--- config.mk ---
export PLATFORM = sky130hd
export DESIGN_NAME = rzs_mul
export DESIGN_NICKNAME = d
export VERILOG_FILES = /design/src/hdl/rzs_pkg.sv /design/src/hdl/rzs_mul.sv
export SDC_FILE = /design/constraint.sdc
export NUM_CORES = 2
export LEC_CHECK = 0
export ABC_AREA = 1
export BUFFER_PORTS_ARGS = -buffer_cell sky130_fd_sc_hd__buf_2
export CAP_MARGIN = 20
export CORE_MARGIN = 2
export CORE_UTILIZATION = 60
export DETAILED_ROUTE_END_ITERATION = 8
export MAX_ROUTING_LAYER = met4
export PLACE_DENSITY_LB_ADDON = 0.2
export SYNTH_ARGS = -nofsm -noshare
export SYNTH_HDL_FRONTEND = slang
export SYNTH_SLANG_ARGS = --single-unit
--- constraint.sdc ---
create_clock -name clock -period 20.7 [get_ports clock]
set_input_delay 2.07 -clock clock [delete_from_list [all_inputs] [get_ports clock]]
set_output_delay 2.07 -clock clock [all_outputs]
set_load 0.02 [all_outputs]
--- src/hdl/rzs_pkg.sv ---
// Package: shared constants, widths and types for the rolling z-score signal block.
package rzs_pkg;

   localparam int HISTORY_DEPTH_DEF = 100;
   localparam int SYMBOL_COUNT_DEF  = 3;

   localparam int SYM_W    = 2;
   localparam int PRICE_W  = 32;
   localparam int MID_W    = 33;
   localparam int LEN_W    = 7;
   localparam int THR_W    = 16;
   localparam int SIG_W    = 2;
   localparam int SUM_W    = MID_W + LEN_W;
   localparam int SQ_W     = 2 * MID_W + LEN_W;
   localparam int VAR_W    = SQ_W + LEN_W;
   localparam int THR2_W   = 2 * THR_W;
   localparam int ZFRAC2_W = 24;
   localparam int LHS_W    = 2 * SUM_W + ZFRAC2_W;
   localparam int RHS_W    = VAR_W + THR2_W;

   localparam int MUL_A_W  = VAR_W;
   localparam int DIGIT_W  = 16;
   localparam int MUL_B_W  = 48;
   localparam int NDIG     = MUL_B_W / DIGIT_W;
   localparam int PROD_W   = MUL_A_W + MUL_B_W;

   localparam int CSR_AW   = 4;
   localparam int CSR_DW   = 32;

   localparam logic [1:0] REG_LOOKBACK = 2'd0;
   localparam logic [1:0] REG_THRESH   = 2'd1;
   localparam logic [1:0] REG_RUNNING  = 2'd2;

   localparam logic [LEN_W-1:0] LOOKBACK_RST = 7'd20;
   localparam logic [THR_W-1:0] THRESH_RST   = 16'd8192;

   localparam logic [SIG_W-1:0] SIG_NONE = 2'd0;
   localparam logic [SIG_W-1:0] SIG_BUY  = 2'd1;
   localparam logic [SIG_W-1:0] SIG_SELL = 2'd2;

   typedef enum logic [2:0] {
      ST_IDLE,
      ST_STORE,
      ST_READ,
      ST_MUL,
      ST_WAIT,
      ST_OUT
   } state_type;

   typedef enum logic [2:0] {
      OP_SQ,
      OP_NQ,
      OP_SS,
      OP_NC,
      OP_DD,
      OP_TT,
      OP_TV
   } op_type;

endpackage

--- src/hdl/rzs_mul.sv ---
// Shared multiplier: wide operand times a 48-bit operand, one 16-bit digit per cycle.
module rzs_mul (
   input  logic                        clock,
   input  logic                        reset,
   input  logic                        start,
   input  logic [rzs_pkg::MUL_A_W-1:0] op_a,
   input  logic [rzs_pkg::MUL_B_W-1:0] op_b,
   output logic                        done,
   output logic [rzs_pkg::PROD_W-1:0]  product
);
   import rzs_pkg::*;

   localparam int DIG_CW = $clog2(NDIG);

   logic [MUL_A_W-1:0] a_ff;
   logic [MUL_B_W-1:0] b_ff;
   logic [PROD_W-1:0]  acc_ff, acc_in;
   logic [DIG_CW-1:0]  dig_ff, dig_in;
   logic               busy_ff, busy_in;
   logic               done_ff, done_in;
   logic [MUL_A_W+DIGIT_W-1:0] part;

   always_comb begin
      part    = a_ff * b_ff[DIGIT_W*dig_ff +: DIGIT_W];
      acc_in  = acc_ff;
      dig_in  = dig_ff;
      busy_in = busy_ff;
      done_in = 1'b0;
      if (start) begin
         acc_in  = '0;
         dig_in  = '0;
         busy_in = 1'b1;
      end else if (busy_ff) begin
         acc_in = acc_ff + (PROD_W'(part) << (DIGIT_W * dig_ff));
         dig_in = dig_ff + 1'b1;
         if (dig_ff == DIG_CW'(NDIG - 1)) begin
            busy_in = 1'b0;
            done_in = 1'b1;
         end
      end
   end

   always_ff @(posedge clock) begin
      if (start) begin
         a_ff <= op_a;
         b_ff <= op_b;
      end
      acc_ff <= acc_in;
      dig_ff <= dig_in;
   end

   always_ff @(posedge clock) begin
      if (reset) begin
         busy_ff <= 1'b0;
         done_ff <= 1'b0;
      end else begin
         busy_ff <= busy_in;
         done_ff <= done_in;
      end
   end

   assign done    = done_ff;
   assign product = acc_ff;

endmodule

==> results.ini <==
[layout]
syn2layout_area_growth_pct = 5.81
fillerInstances = 9184
nets = 10400
final_cell_count_no_fill = 10300
drive_above_1_share_pct = 5.69
finalInstanceArea_mm2 = 0.0661

[logic_synthesis]
synth.top_cells.by_count = 2042 x sky130_fd_sc_hd__nand2_1, 2020 x sky130_fd_sc_hd__inv_1, 1091 x sky130_fd_sc_hd__fa_1
synth.top_cell.area_share_pct = 35.0
synth_seq_area_share_pct = 10.4
synth_edf_count = 128
synth_fa_ha_area_share_pct = 40.9
yosys.area_share.xor_xnor_pct = 1.61
synthesis.instances = 8802
synth_simple_gate_area_share_pct = 23.5
synth.most_common_cell = sky130_fd_sc_hd__nand2_1
synth_area_leader_cell = sky130_fd_sc_hd__fa_1
postSynthRegisterBits = 260
synth-compound-area-share_pct = 9.38
main_combinational_cell_family_by_area_after_synthesis = adder cells
synthTopCellsByArea = sky130_fd_sc_hd__fa_1 35%, sky130_fd_sc_hd__nand2_1 12%, sky130_fd_sc_hd__inv_1 12%
syn-cell-area_mm2 = 0.0625
synth.lib_cells_used.distinct = 63
synth-warning-count = 0
postSynthNetCount = 10300
asyncSetResetFlopFracSynth_pct = 0
post_synthesis_mux_area_share_pct = 0.0962
syn_avg_cell_area_um2 = 7.10
synth-main-ff-cell = sky130_fd_sc_hd__dfxtp_1

[status]
outcome = finished, violations left
violations = design-rule violations

[worst_setup_path]
arrival_ns = 14.55
critical_path.startpoint_type = register
path_max_fanout = 60
worst-setup-path-type = register to register
critPathRequiredTime_ns = 21.24
critPathCaptureType = register
reg2regPathDepth = 42
stage_delay_of_the_slowest_cell_on_the_critical_path_ns = 1.09
crit_path_frequent_cell = sky130_fd_sc_hd__inv_1
critical_path.slowest_cell = sky130_fd_sc_hd__a32oi_1

[route]
avgViaCountPerCell = 5.94
dr.first_iter.drc_count = 7388
finalWirelength_um = 249000
routed-via-count = 60900
first_pass_iters = 9
drt.antenna.violating_nets = 0
detail_route.wl_per_cell_um = 24.3
dr_wl_met2_um = 112000
routed.top_layer = met4
met3_wirelength_um = 28100
length_of_routed_wiring_on_met1_um = 86600
drt_drc_violations_left = 1

[floorplanning]
chipWidth_um = 327
core_mm2 = 0.103
fp-row-count = 118
floorplan.io_pins = 260
die_h_um = 327
floorplan.die_area_mm2 = 0.107
starting_density_pct = 60.4

[clock_network]
cts.sinks = 260
worstSkewPairLatency_ns = 0.66
tritoncts_clock_tree = built
root_buffer_selected_by_cts = sky130_fd_sc_hd__clkbuf_16
cts-htree-levels = 2
post_cts_hold_buffer_count = 0
path_clk_slew_ns = 0.07
post-cts-setup-buffer-count = 0
clock_tree.buffer_depth = 3
tritoncts.num_buffers = 36
post_cts_resized = 0

[placed_design]
place_inst = 10200
detailed_place_hpwl_um = 202000
gpl.final_weighted_congestion = 1.15
count_of_port_buffers_added_during_placement = 259
dpl_cell_area_mm2 = 0.0648

[sta]
tightest_slew_ns = 1.40
finalHoldViolations = 0
timing.setup.tns_ns = 0
maxClockFrequency_mhz = 71.4
finalWorstPathRequiredPeriod_ns = 14.01
final.setup_skew_ns = 0.0375
slew_violations = 0
report.final.setup_viol = 0
layout_worst_path_cycle_share_pct = 67.7
timing.max_slew.rel_slack_pct = 6.91
grt_setup_unrepaired = false

[global_route]
globalRouteOverflowTotal = 0
grt_antenna_before_repair = 1
track_usage_pct = 48.4
grt_pass1_vias = 62900
grt_max_degree = 99
grt_first_pass_wirelength_um = 373000

[min_path]
min-delay-path-class = register to register
worst_hold_path.num_cells = 2

[flow_run]
maxCapViolCount = 0

==> placed cells by master, fill, tap and decap left out, types with 13 or more instances in the layout <==
cell type	n
sky130_fd_sc_hd__a21o_1	36
sky130_fd_sc_hd__a21oi_1	392
sky130_fd_sc_hd__a31oi_1	30
sky130_fd_sc_hd__buf_2	258
sky130_fd_sc_hd__buf_4	34
sky130_fd_sc_hd__clkbuf_16	37
sky130_fd_sc_hd__dfxtp_1	129
sky130_fd_sc_hd__edfxtp_1	128
sky130_fd_sc_hd__fa_1	1091
sky130_fd_sc_hd__ha_1	296
sky130_fd_sc_hd__inv_1	2015
sky130_fd_sc_hd__inv_2	29
sky130_fd_sc_hd__nand2_1	2041
sky130_fd_sc_hd__nand2_2	17
sky130_fd_sc_hd__nand3_1	292
sky130_fd_sc_hd__nand3b_1	14
sky130_fd_sc_hd__nand4_1	52
sky130_fd_sc_hd__nor2_1	1087
sky130_fd_sc_hd__nor2_2	18
sky130_fd_sc_hd__nor3_1	50
sky130_fd_sc_hd__o21a_1	17
sky130_fd_sc_hd__o21ai_0	401
sky130_fd_sc_hd__o21ai_1	36
sky130_fd_sc_hd__o21bai_1	45
sky130_fd_sc_hd__o221ai_1	13
sky130_fd_sc_hd__xnor2_1	34
sky130_fd_sc_hd__xor2_1	81
==> cells by family after synthesis <==
family          after synthesis
compound gates             1053
xor+xnor                    115
fa+ha+maj                  1387
buf+inv                    2339
flops                       260
mux                           6
simple gates               3642
==> layer usage <==
metal | vias up | GRT usage [%]
met3 | 1159 | 9.79
met2 | 4260 | 74.4
met4 | 0 | 33.5
li1 | 26400 | -
met5 | - | -
met1 | 29000 | 57.3
==> final cells by class <==
type                       instances  area [µm²]  area share [%]
inverter                        2050        7700            11.6
clock inverter                    23         355           0.538
sequential                       260        6490            9.83
tap                             1380        1730            2.61
multi-input combinational       6203       47300            71.5
clock buffer                      43         968            1.47
timing repair buffer             293        1560            2.36
antenna                            1        2.50         0.00379
==> metrics by stage <==
step | hold slack (ns) | setup WS, ns | util [%]
6_report | 0.488 | 6.69 | 63.9
4_1_cts | 0.486 | 7.78 | 63.9
3_5_place_dp | 0.473 | 7.83 | 62.7
2_1_floorplan | 0.543 | 12.35 | -
5_1_grt | 0.516 | 6.68 | 63.9
3_3_place_gp | 0.453 | 7.83 | 62.7
==> flip-flops by register name (all words and copies together) (netlist names) <==
register and count:
b_ff 48, dig_ff 2, product 128, a_ff 80, done 1, busy_ff 1
==> critical path: cells and delay by family (launching register included) <==
family / cells / cell delay, ns
xor gates and xnor gates: 1 / 0.74
and+or+nand+nor: 17 / 3.94
buffers and inverters: 10 / 2.24
DFF: 1 / 0.35
adders and majority gates: 8 / 3.78
AOI/OAI and AO/OA: 6 / 2.75
==> path summary, 6_finish.rpt <==
path         startpoint            to  slack, ns
min reg2reg  product[7]    product[7]       0.49
min          product[7]    product[7]       0.49
max reg2reg   dig_ff[0]  product[110]       6.69
max           dig_ff[0]  product[110]       6.69
Power is not shown: default switching activity piles up to over one toggle a cycle in this logic, so the estimate is an artifact.
